<file path="src/rtl/sfdl_pkg.sv">
// Shared types and constants for the stereo FIR filter with delay lines.
`timescale 1ns / 1ps
package sfdl_pkg;

  localparam int SAMPLE_W = 16;
  localparam int PROD_W   = 32;
  localparam int ACC_W    = 40;
  localparam int DELAY_W  = 9;

  // Request kinds carried in the mode field.
  localparam logic [1:0] MODE_SAMPLE = 2'd0;
  localparam logic [1:0] MODE_COEF   = 2'd1;
  localparam logic [1:0] MODE_DELAY  = 2'd2;

  typedef struct packed {
    logic [1:0]                 mode;
    logic signed [SAMPLE_W-1:0] left_sample;
    logic signed [SAMPLE_W-1:0] right_sample;
    logic                       coef_channel;
    logic [6:0]                 coef_index;
    logic signed [SAMPLE_W-1:0] coef_value;
    logic [DELAY_W-1:0]         left_delay;
    logic [DELAY_W-1:0]         right_delay;
  } in_t;

  typedef struct packed {
    logic signed [SAMPLE_W-1:0] left_out;
    logic signed [SAMPLE_W-1:0] right_out;
  } out_t;

  // Per-cycle controls that the sequencer hands to each filter lane.
  typedef struct packed {
    logic acc_clr;
    logic rd_en;
    logic rd_last;
    logic line_we;
    logic tap_we;
  } lane_ctrl_t;

endpackage

</file>
<file path="src/rtl/sfdl_merge.sv">
// Output stage: scales and saturates both lane sums into the result register.
`timescale 1ns / 1ps
module sfdl_merge (
  input  logic                             clk,
  input  logic                             rst_n,
  input  logic                             load,
  input  logic signed [sfdl_pkg::ACC_W-1:0] acc_left,
  input  logic signed [sfdl_pkg::ACC_W-1:0] acc_right,
  output logic                             can_load,
  output logic                             out_valid,
  input  logic                             out_stall,
  output sfdl_pkg::out_t                   out_data
);
  import sfdl_pkg::*;

  // Arithmetic shift gives the floor; then clamp to the Q1.15 range.
  function automatic logic signed [SAMPLE_W-1:0] sat_q15(input logic signed [ACC_W-1:0] a);
    logic signed [ACC_W-1:0] s;
    s = a >>> 15;
    if (s > 40'sd32767) begin
      return 16'sh7fff;
    end else if (s < -40'sd32768) begin
      return 16'sh8000;
    end
    return s[SAMPLE_W-1:0];
  endfunction

  logic valid_r;
  out_t data_r;

  assign can_load = !valid_r || !out_stall;

  always_ff @(posedge clk) begin
    if (!rst_n) begin
      valid_r <= 1'b0;
    end else if (load) begin
      valid_r <= 1'b1;
    end else if (!out_stall) begin
      valid_r <= 1'b0;
    end
  end

  always_ff @(posedge clk) begin
    if (load) begin
      data_r.left_out  <= sat_q15(acc_left);
      data_r.right_out <= sat_q15(acc_right);
    end
  end

  assign out_valid = valid_r;
  assign out_data  = data_r;

endmodule

</file>
<file path="config.mk">
export PLATFORM = sky130hd
export DESIGN_NAME = sfdl_merge
export DESIGN_NICKNAME = d
export VERILOG_FILES = /design/src/rtl/sfdl_pkg.sv /design/src/rtl/sfdl_merge.sv
export SDC_FILE = /design/constraint.sdc
export NUM_CORES = 1
export LEC_CHECK = 0
export ABC_AREA = 1
export BUFFER_PORTS_ARGS = -buffer_cell sky130_fd_sc_hd__buf_2
export CORE_UTILIZATION = 38
export CTS_CLUSTER_SIZE = 28
export DETAILED_ROUTE_END_ITERATION = 12
export PLACE_DENSITY = 0.85
export RECOVER_POWER = 25
export SYNTH_ARGS = -nofsm -noshare
export SYNTH_HDL_FRONTEND = slang
export SYNTH_SLANG_ARGS = --single-unit
</file>
<file path="constraint.sdc">
create_clock -name clk -period 1.1 [get_ports clk]
set_input_delay 0.055 -clock clk [delete_from_list [all_inputs] [get_ports clk]]
set_output_delay 0.055 -clock clk [all_outputs]
set_load 0.03 [all_outputs]
</file>
==> metrics.md, run 1 <==
| Metric | Value |
|---|---|
| Outcome | complete, no violations |
| Crit-path max cell delay | 0.53 ns |
| Root Driver | clkbuf_8 |
| Multi-input logic area | 419 µm² |
| Critical path class | primary input to flip-flop |
| Starting DRT DRC Count | 70 |
| Synth warnings | 0 |
| Power Density | 1550 nW/µm² |
| Pleak | 0.967 nW |
| CP Cell Sequence | dlygate4sd3_1, buf_2, o21bai_4, nand2_1 |
| Final WS setup | 0.0561 ns |
| CTS Buf Count | 5 |
| CTS tree | yes |
| Final slew viol count | 0 |
| Peak Freq | 0.958 GHz |
| Worst hold path stage count | 3 |
| Worst vdd ir | 0.613 mV |
| Setup crit end kind | flip-flop |
| Slew margin rel. | 48.0% |
| Drt via density | 4.42 |
| Ratio of cells with drive above 1 in the final layout | 46.0% |
| DR pass1 iterations | 4 |
| Register area | 981 µm² |
| Endpoints failing setup | 0 |
| Type of the tightest min-delay check | primary input to flip-flop |
| Final worst path period share | 94.9% |
| CP required | 1.11 ns |
| First-pass GRT wire length | 4.62 mm |
| Setup TNS | 0 ns |
| #FFs+latches synth | 33 |
| Post-Syn Nets | 218 |
| Dpl hpwl | 2.18 mm |
| Avg Cell Area, Syn | 10.8 µm² |
| Chip height | 63.9 µm |
| Vias | 1,212 |
| # port buffers | 87 |
| Netlist cell types | 13 |
| Deepest clock path buffer count | 2 |
| DRC viols | 0 |
| Setup Skew | 0 ns |
| Worst setup SP type | primary input |
| Clk sinks | 33 |
| Row count | 22 |
| RSZ-0062 raised after global routing | false |
| Die area | 4080 µm² |
| Mapped Area | 1450 µm² |
| Synth Instances | 134 |
| Time the worst path needs with I/O delays and setup | 1.04 ns |
| Max-Cap Viols | 0 |
| DR WL/cell | 10.7 µm |
| Vias in the first global route | 1,124 |
| Core ar. | 3660 µm² |
| Initial Util | 39.7% |
| Critical path's slowest cell | dlygate4sd3_1 |
| I/O pins | 118 |
| Final WL | 2.93 mm |
| Gpl congestion | 0.665 |
| Worst-Margin Slew | 0.780 ns |
| Die width | 63.9 µm |
| Nets | 309 |
| Area delta synth->final | 40.2% |
| CTS clk-pin slew, worst paths | 0.06 ns |
| Final Hold Fails | 0 |
| Largest net degree at the start of global routing | 34 |
| All-Layer GR Usage | 15.3% |
| R2R cell count | 2 |
| # diodes | 0 |
| Number of fill cells | 320 |
| Clk_lat worst skew | 0.27 ns |
| Register area share after synthesis | 67.5% |
| Worst slack at placement | 0.00871 ns |
| GRT overflow | 0 |
| Antenna-violating nets left | 0 |
| CP Data Arrival Time | 1.05 ns |
| Antenna violations before repair | 0 |
| H-Tree Depth | 2 |
| Crit Path Max Fanout | 15 |
-- kinds of logic (layout without fill, tap and decap cells) --
| family | count (synthesis) | in the layout | synth area share, % |
|---|---|---|---|
| AOI/OAI and AO/OA | 3 | 3 | 3.10 |
| buffers and inverters | 9 | 101 | 4.39 |
| DFF | 33 | 33 | 67.5 |
| and+or+nand+nor | 89 | 89 | 25.0 |
-- critical path: cells and delay by family --
kind,cells,cell delay (ns)
AO/OA/AOI/OAI,1,0.22
AND/OR/NAND/NOR,1,0.11
buffers and inverters,2,0.67
-- final cells by class --
| type | instances | share of cell area [%] |
|---|---|---|
| clock inverter | 2 | 1.66 |
| timing repair buffer | 90 | 22.6 |
| inverter | 3 | 0.552 |
| multi-input combinational | 92 | 20.6 |
| tap | 48 | 2.95 |
| sequential | 33 | 48.1 |
| clock buffer | 6 | 3.56 |
-- placed cells by master (no fill, tap or decap) --
cell	instances
a21boi_0	1
buf_2	87
bufinv_16	1
clkbuf_1	1
clkbuf_2	1
clkbuf_8	5
clkinv_1	1
dfxtp_1	1
dlygate4sd3_1	2
edfxtp_1	32
inv_1	3
nand2_1	71
nand2_4	2
nand3_1	2
nand3_2	2
nor2_1	8
nor2_2	4
o21bai_4	2
-- path summary, 6_finish.rpt --
| kind | endpoint | startpoint | slack (ns) |
|---|---|---|---|
| min reg2reg | out_valid | out_valid | 0.50 |
| min | out_data[27] | acc_left[26] | 0.04 |
| max | out_data[17] | acc_left[39] | 0.06 |
| max reg2reg | out_valid | out_valid | 0.47 |
-- where the power goes --
part / leakage [nW] / switching (mW) / internal, mW
registers: 0.324 / 0.0232 / 1.50
clock network: 0.0528 / 0.395 / 0.668
logic: 0.590 / 0.391 / 0.189
-- per-layer routing --
| layer | share of wire [%] | wire, µm | global-route usage, % |
|---|---|---|---|
| met1 | 38 | 1110 | 14.0 |
| met2 | 52 | 1530 | 29.7 |
| met3 | 9.1 | 267 | 6.43 |
| met4 | 1.1 | 33 | 5.11 |
| met5 | 0 | 0 | 0 |
-- sequential cells by signal (all words and copies together), names as in the netlist --
register / flops
out_data: 32
out_valid: 1
-- synthesized netlist by cell type --
master / count / share of area, %
nand2_1: 71 / 18
edfxtp_1: 32 / 66
nor2_1: 8 / 2.1
buf_6: 4 / 3.1
nor2_2: 4 / 1.7
inv_1: 3 / 0.77
clkbuf_1: 2 / 0.52
nand2_2: 2 / 0.86
nand3_1: 2 / 0.69
nand3_2: 2 / 1.4
o21bai_4: 2 / 2.6
a21boi_0: 1 / 0.52
dfxtp_1: 1 / 1.4
-- what timing repair did --
item,4_1_cts,5_1_grt
endpoints found under the hold margin,2,0
resized for setup,0,2
buffers inserted,0,0
hold buffers,2,0
setup endpoints to repair,0,8
-- stage by stage --
stage / cell area [µm²] / hold WS [ns] / utilization (%) / instances / power [mW]
6_report: 2040 / 0.0412 / 55.7 / 274 / 3.17
5_1_grt: 2040 / 0.0318 / 55.7 / 274 / 3.30
4_1_cts: 2040 / 0.0309 / 55.8 / 274 / 3.20
3_5_place_dp: 1920 / 0.276 / 52.4 / 264 / 2.13
3_3_place_gp: 1920 / 0.273 / 52.4 / 264 / 2.12
2_1_floorplan: 1450 / 0.167 / - / 134 / 1.90
No activity file was read; power rests on OpenSTA's default activity.
==> inputs of run 2 (changes only) <==
--- a/config.mk
+++ b/config.mk
@@ -7,10 +7,11 @@
 export LEC_CHECK = 0
 export ABC_AREA = 1
 export BUFFER_PORTS_ARGS = -buffer_cell sky130_fd_sc_hd__buf_2
-export CORE_UTILIZATION = 38
+export CORE_UTILIZATION = 41
 export CTS_CLUSTER_SIZE = 28
 export DETAILED_ROUTE_END_ITERATION = 12
-export PLACE_DENSITY = 0.85
+export MAX_ROUTING_LAYER = met4
+export PLACE_DENSITY = 0.9
 export RECOVER_POWER = 25
 export SYNTH_ARGS = -nofsm -noshare
 export SYNTH_HDL_FRONTEND = slang
==> constraint.sdc (replaced) <==
create_clock -name clk -period 1.3 [get_ports clk]
set_input_delay 0.065 -clock clk [delete_from_list [all_inputs] [get_ports clk]]
set_output_delay 0.065 -clock clk [all_outputs]
set_load 0.03 [all_outputs]
==> run 2 against run 1 <==
Compared with the run above:
- count of clock-buffer cells in the layout grew 2
- cell count grew 6.6%
- global-route usage grew 2.4 points
- combinational power shrank 8.1%
- critical path depth is the same
- via count grew 5.2%
- clock power shrank 47%
==> metrics.md, run 2 (synthesis results as in run 1) <==
| Metric | Value |
|---|---|
| Drt via density | 4.37 |
| Power share of the clock group | 23.8% |
| # port buffers | 87 |
| Worst vdd ir | 0.565 mV |
| CTS clk-pin slew, worst paths | 0.09 ns |
| Initial Util | 43.2% |
| Worst slack at placement | 0.202 ns |
| Commonest non-fill, non-tap cell in the layout | buf_2 |
| DR pass1 iterations | 4 |
| Chip height | 61.6 µm |
| Worst-Margin Slew | 0.570 ns |
| Starting DRT DRC Count | 52 |
| Die width | 61.6 µm |
| Peak Freq | 0.844 GHz |
| Pleak | 1.03 nW |
| Die area | 3790 µm² |
| Type of the tightest min-delay check | primary input to flip-flop |
| Deepest clock path buffer count | 2 |
| Placed inst area | 1910 µm² |
| All-Layer GR Usage | 17.7% |
| DRC viols | 0 |
| Crit Path Max Fanout | 1 |
| Switching Share | 27.4% |
| Final worst path period share | 91.1% |
| Setup crit end kind | flip-flop |
| Final WS setup | 0.115 ns |
| Root Driver | clkbuf_4 |
| Clk_lat worst skew | 0.31 ns |
| Max reg flops | 32 |
| Max-Cap Viols | 0 |
| Bufs and invs on worst path | 3 |
| Most frequent cells in the layout | 86 x buf_2, 71 x nand2_1, 32 x edfxtp_1, 22 x dlygate4sd3_1, 8 x nor2_1 |
| Largest net degree at the start of global routing | 24 |
| CTS tree | yes |
| GRT overflow | 0 |
| Critical path's top delay family | buffers and inverters |
| Area delta synth->final | 49.7% |
| Vias in the first global route | 1,127 |
| Power Density | 1090 nW/µm² |
| Final instance area | 2180 µm² |
| # resized after CTS | 0 |
| Setup TNS | 0 ns |
| CP Cell Sequence | dlygate4sd3_1, buf_2, a21boi_0, dlygate4sd3_1 |
| Antenna-violating nets left | 0 |
| Nets | 329 |
| First-pass GRT wire length | 4.56 mm |
| Outcome | complete, no violations |
| Endpoints failing setup | 0 |
| Core ar. | 3360 µm² |
| Time the worst path needs with I/O delays and setup | 1.18 ns |
| RSZ-0062 raised after global routing | false |
| Gpl congestion | 0.679 |
| Power share of the combinational group | 22.3% |
| # diodes | 0 |
| Post-Route Utilization | 64.7% |
| Worst setup SP type | primary input |
| Sw power | 0.653 mW |
| Clk sinks | 33 |
| Row count | 21 |
| DR WL/cell | 10.2 µm |
| Critical path's slowest cell | dlygate4sd3_1 |
| I/O pins | 118 |
| Vias | 1,275 |
| Final WL | 2.98 mm |
| Final slew viol count | 0 |
| Critical path class | primary input to flip-flop |
| Number of fill cells | 281 |
| CP Data Arrival Time | 1.39 ns |
| Int Pwr | 1.73 mW |
| Critical Path Most Common Cell | dlygate4sd3_1 |
| Sequential share of power | 53.9% |
| CTS Buf Count | 5 |
| Crit-path max cell delay | 0.56 ns |
| H-Tree Depth | 2 |
| Slew margin rel. | 62.0% |
| Pwr Total | 2.38 mW |
| CP required | 1.51 ns |
| Antenna violations before repair | 0 |
| Ratio of cells with drive above 1 in the final layout | 41.9% |
| Setup Skew | 0 ns |
| Dpl hpwl | 2.16 mm |
| Final Hold Fails | 0 |
==> run 2: worst min-delay path: cells and delay by family <==
family                 cells  cell delay, ns
AND/OR/NAND/NOR            2            0.08
buffers and inverters      1            0.08
==> run 2: per-layer routing <==
metal | vias to the layer above | wire length [µm] | track usage, %
li1 | 657 | - | -
met1 | 557 | 1110 | 17.1
met2 | 59 | 1630 | 31.8
met3 | 2 | 220 | 7.14
met4 | 0 | 13 | 5.71
met5 | - | 0 | -
==> run 2: path summary, 6_finish.rpt <==
check / depth (start not counted) / start / slack (ns) / end
worst max-delay path: 4 / rst_n / 0.12 / out_valid
worst min-delay path: 3 / acc_right[23] / 0.02 / out_data[8]
worst max register to register: 3 / out_valid / 0.14 / out_valid
worst min register to register: 3 / out_valid / 1.05 / out_valid
==> run 2: cell type report <==
cell class	instances	area [µm²]	area share, %
flip-flops and latches	33	981	45.1
multi-input cells	92	409	18.8
inverters	3	11.3	0.517
well taps	46	57.6	2.64
clock buffers	8	58.8	2.70
repair buffers	110	659	30.3
==> run 2: what timing repair did <==
item,in CTS,in global routing
setup buffers,0,0
hold endpoints to repair,21,0
hold buffers,22,0
==> run 2: per-stage QoR <==
stage	instances	hold slack, ns
floorplan	134	0.177
global placement	262	0.284
detailed placement	262	0.286
CTS	292	0.00145
global route	292	0.00611
finish	292	0.0201
==> run 2: power by group through the flow <==
stage               Combinational [mW]  Clock (mW)  Sequential, mW
finish                           0.532       0.567            1.28
CTS                              0.540       0.590            1.29
global route                     0.582       0.633            1.30
detailed placement               0.489           0            1.31
global placement                 0.481           0            1.31
floorplan                        0.107           0            1.50
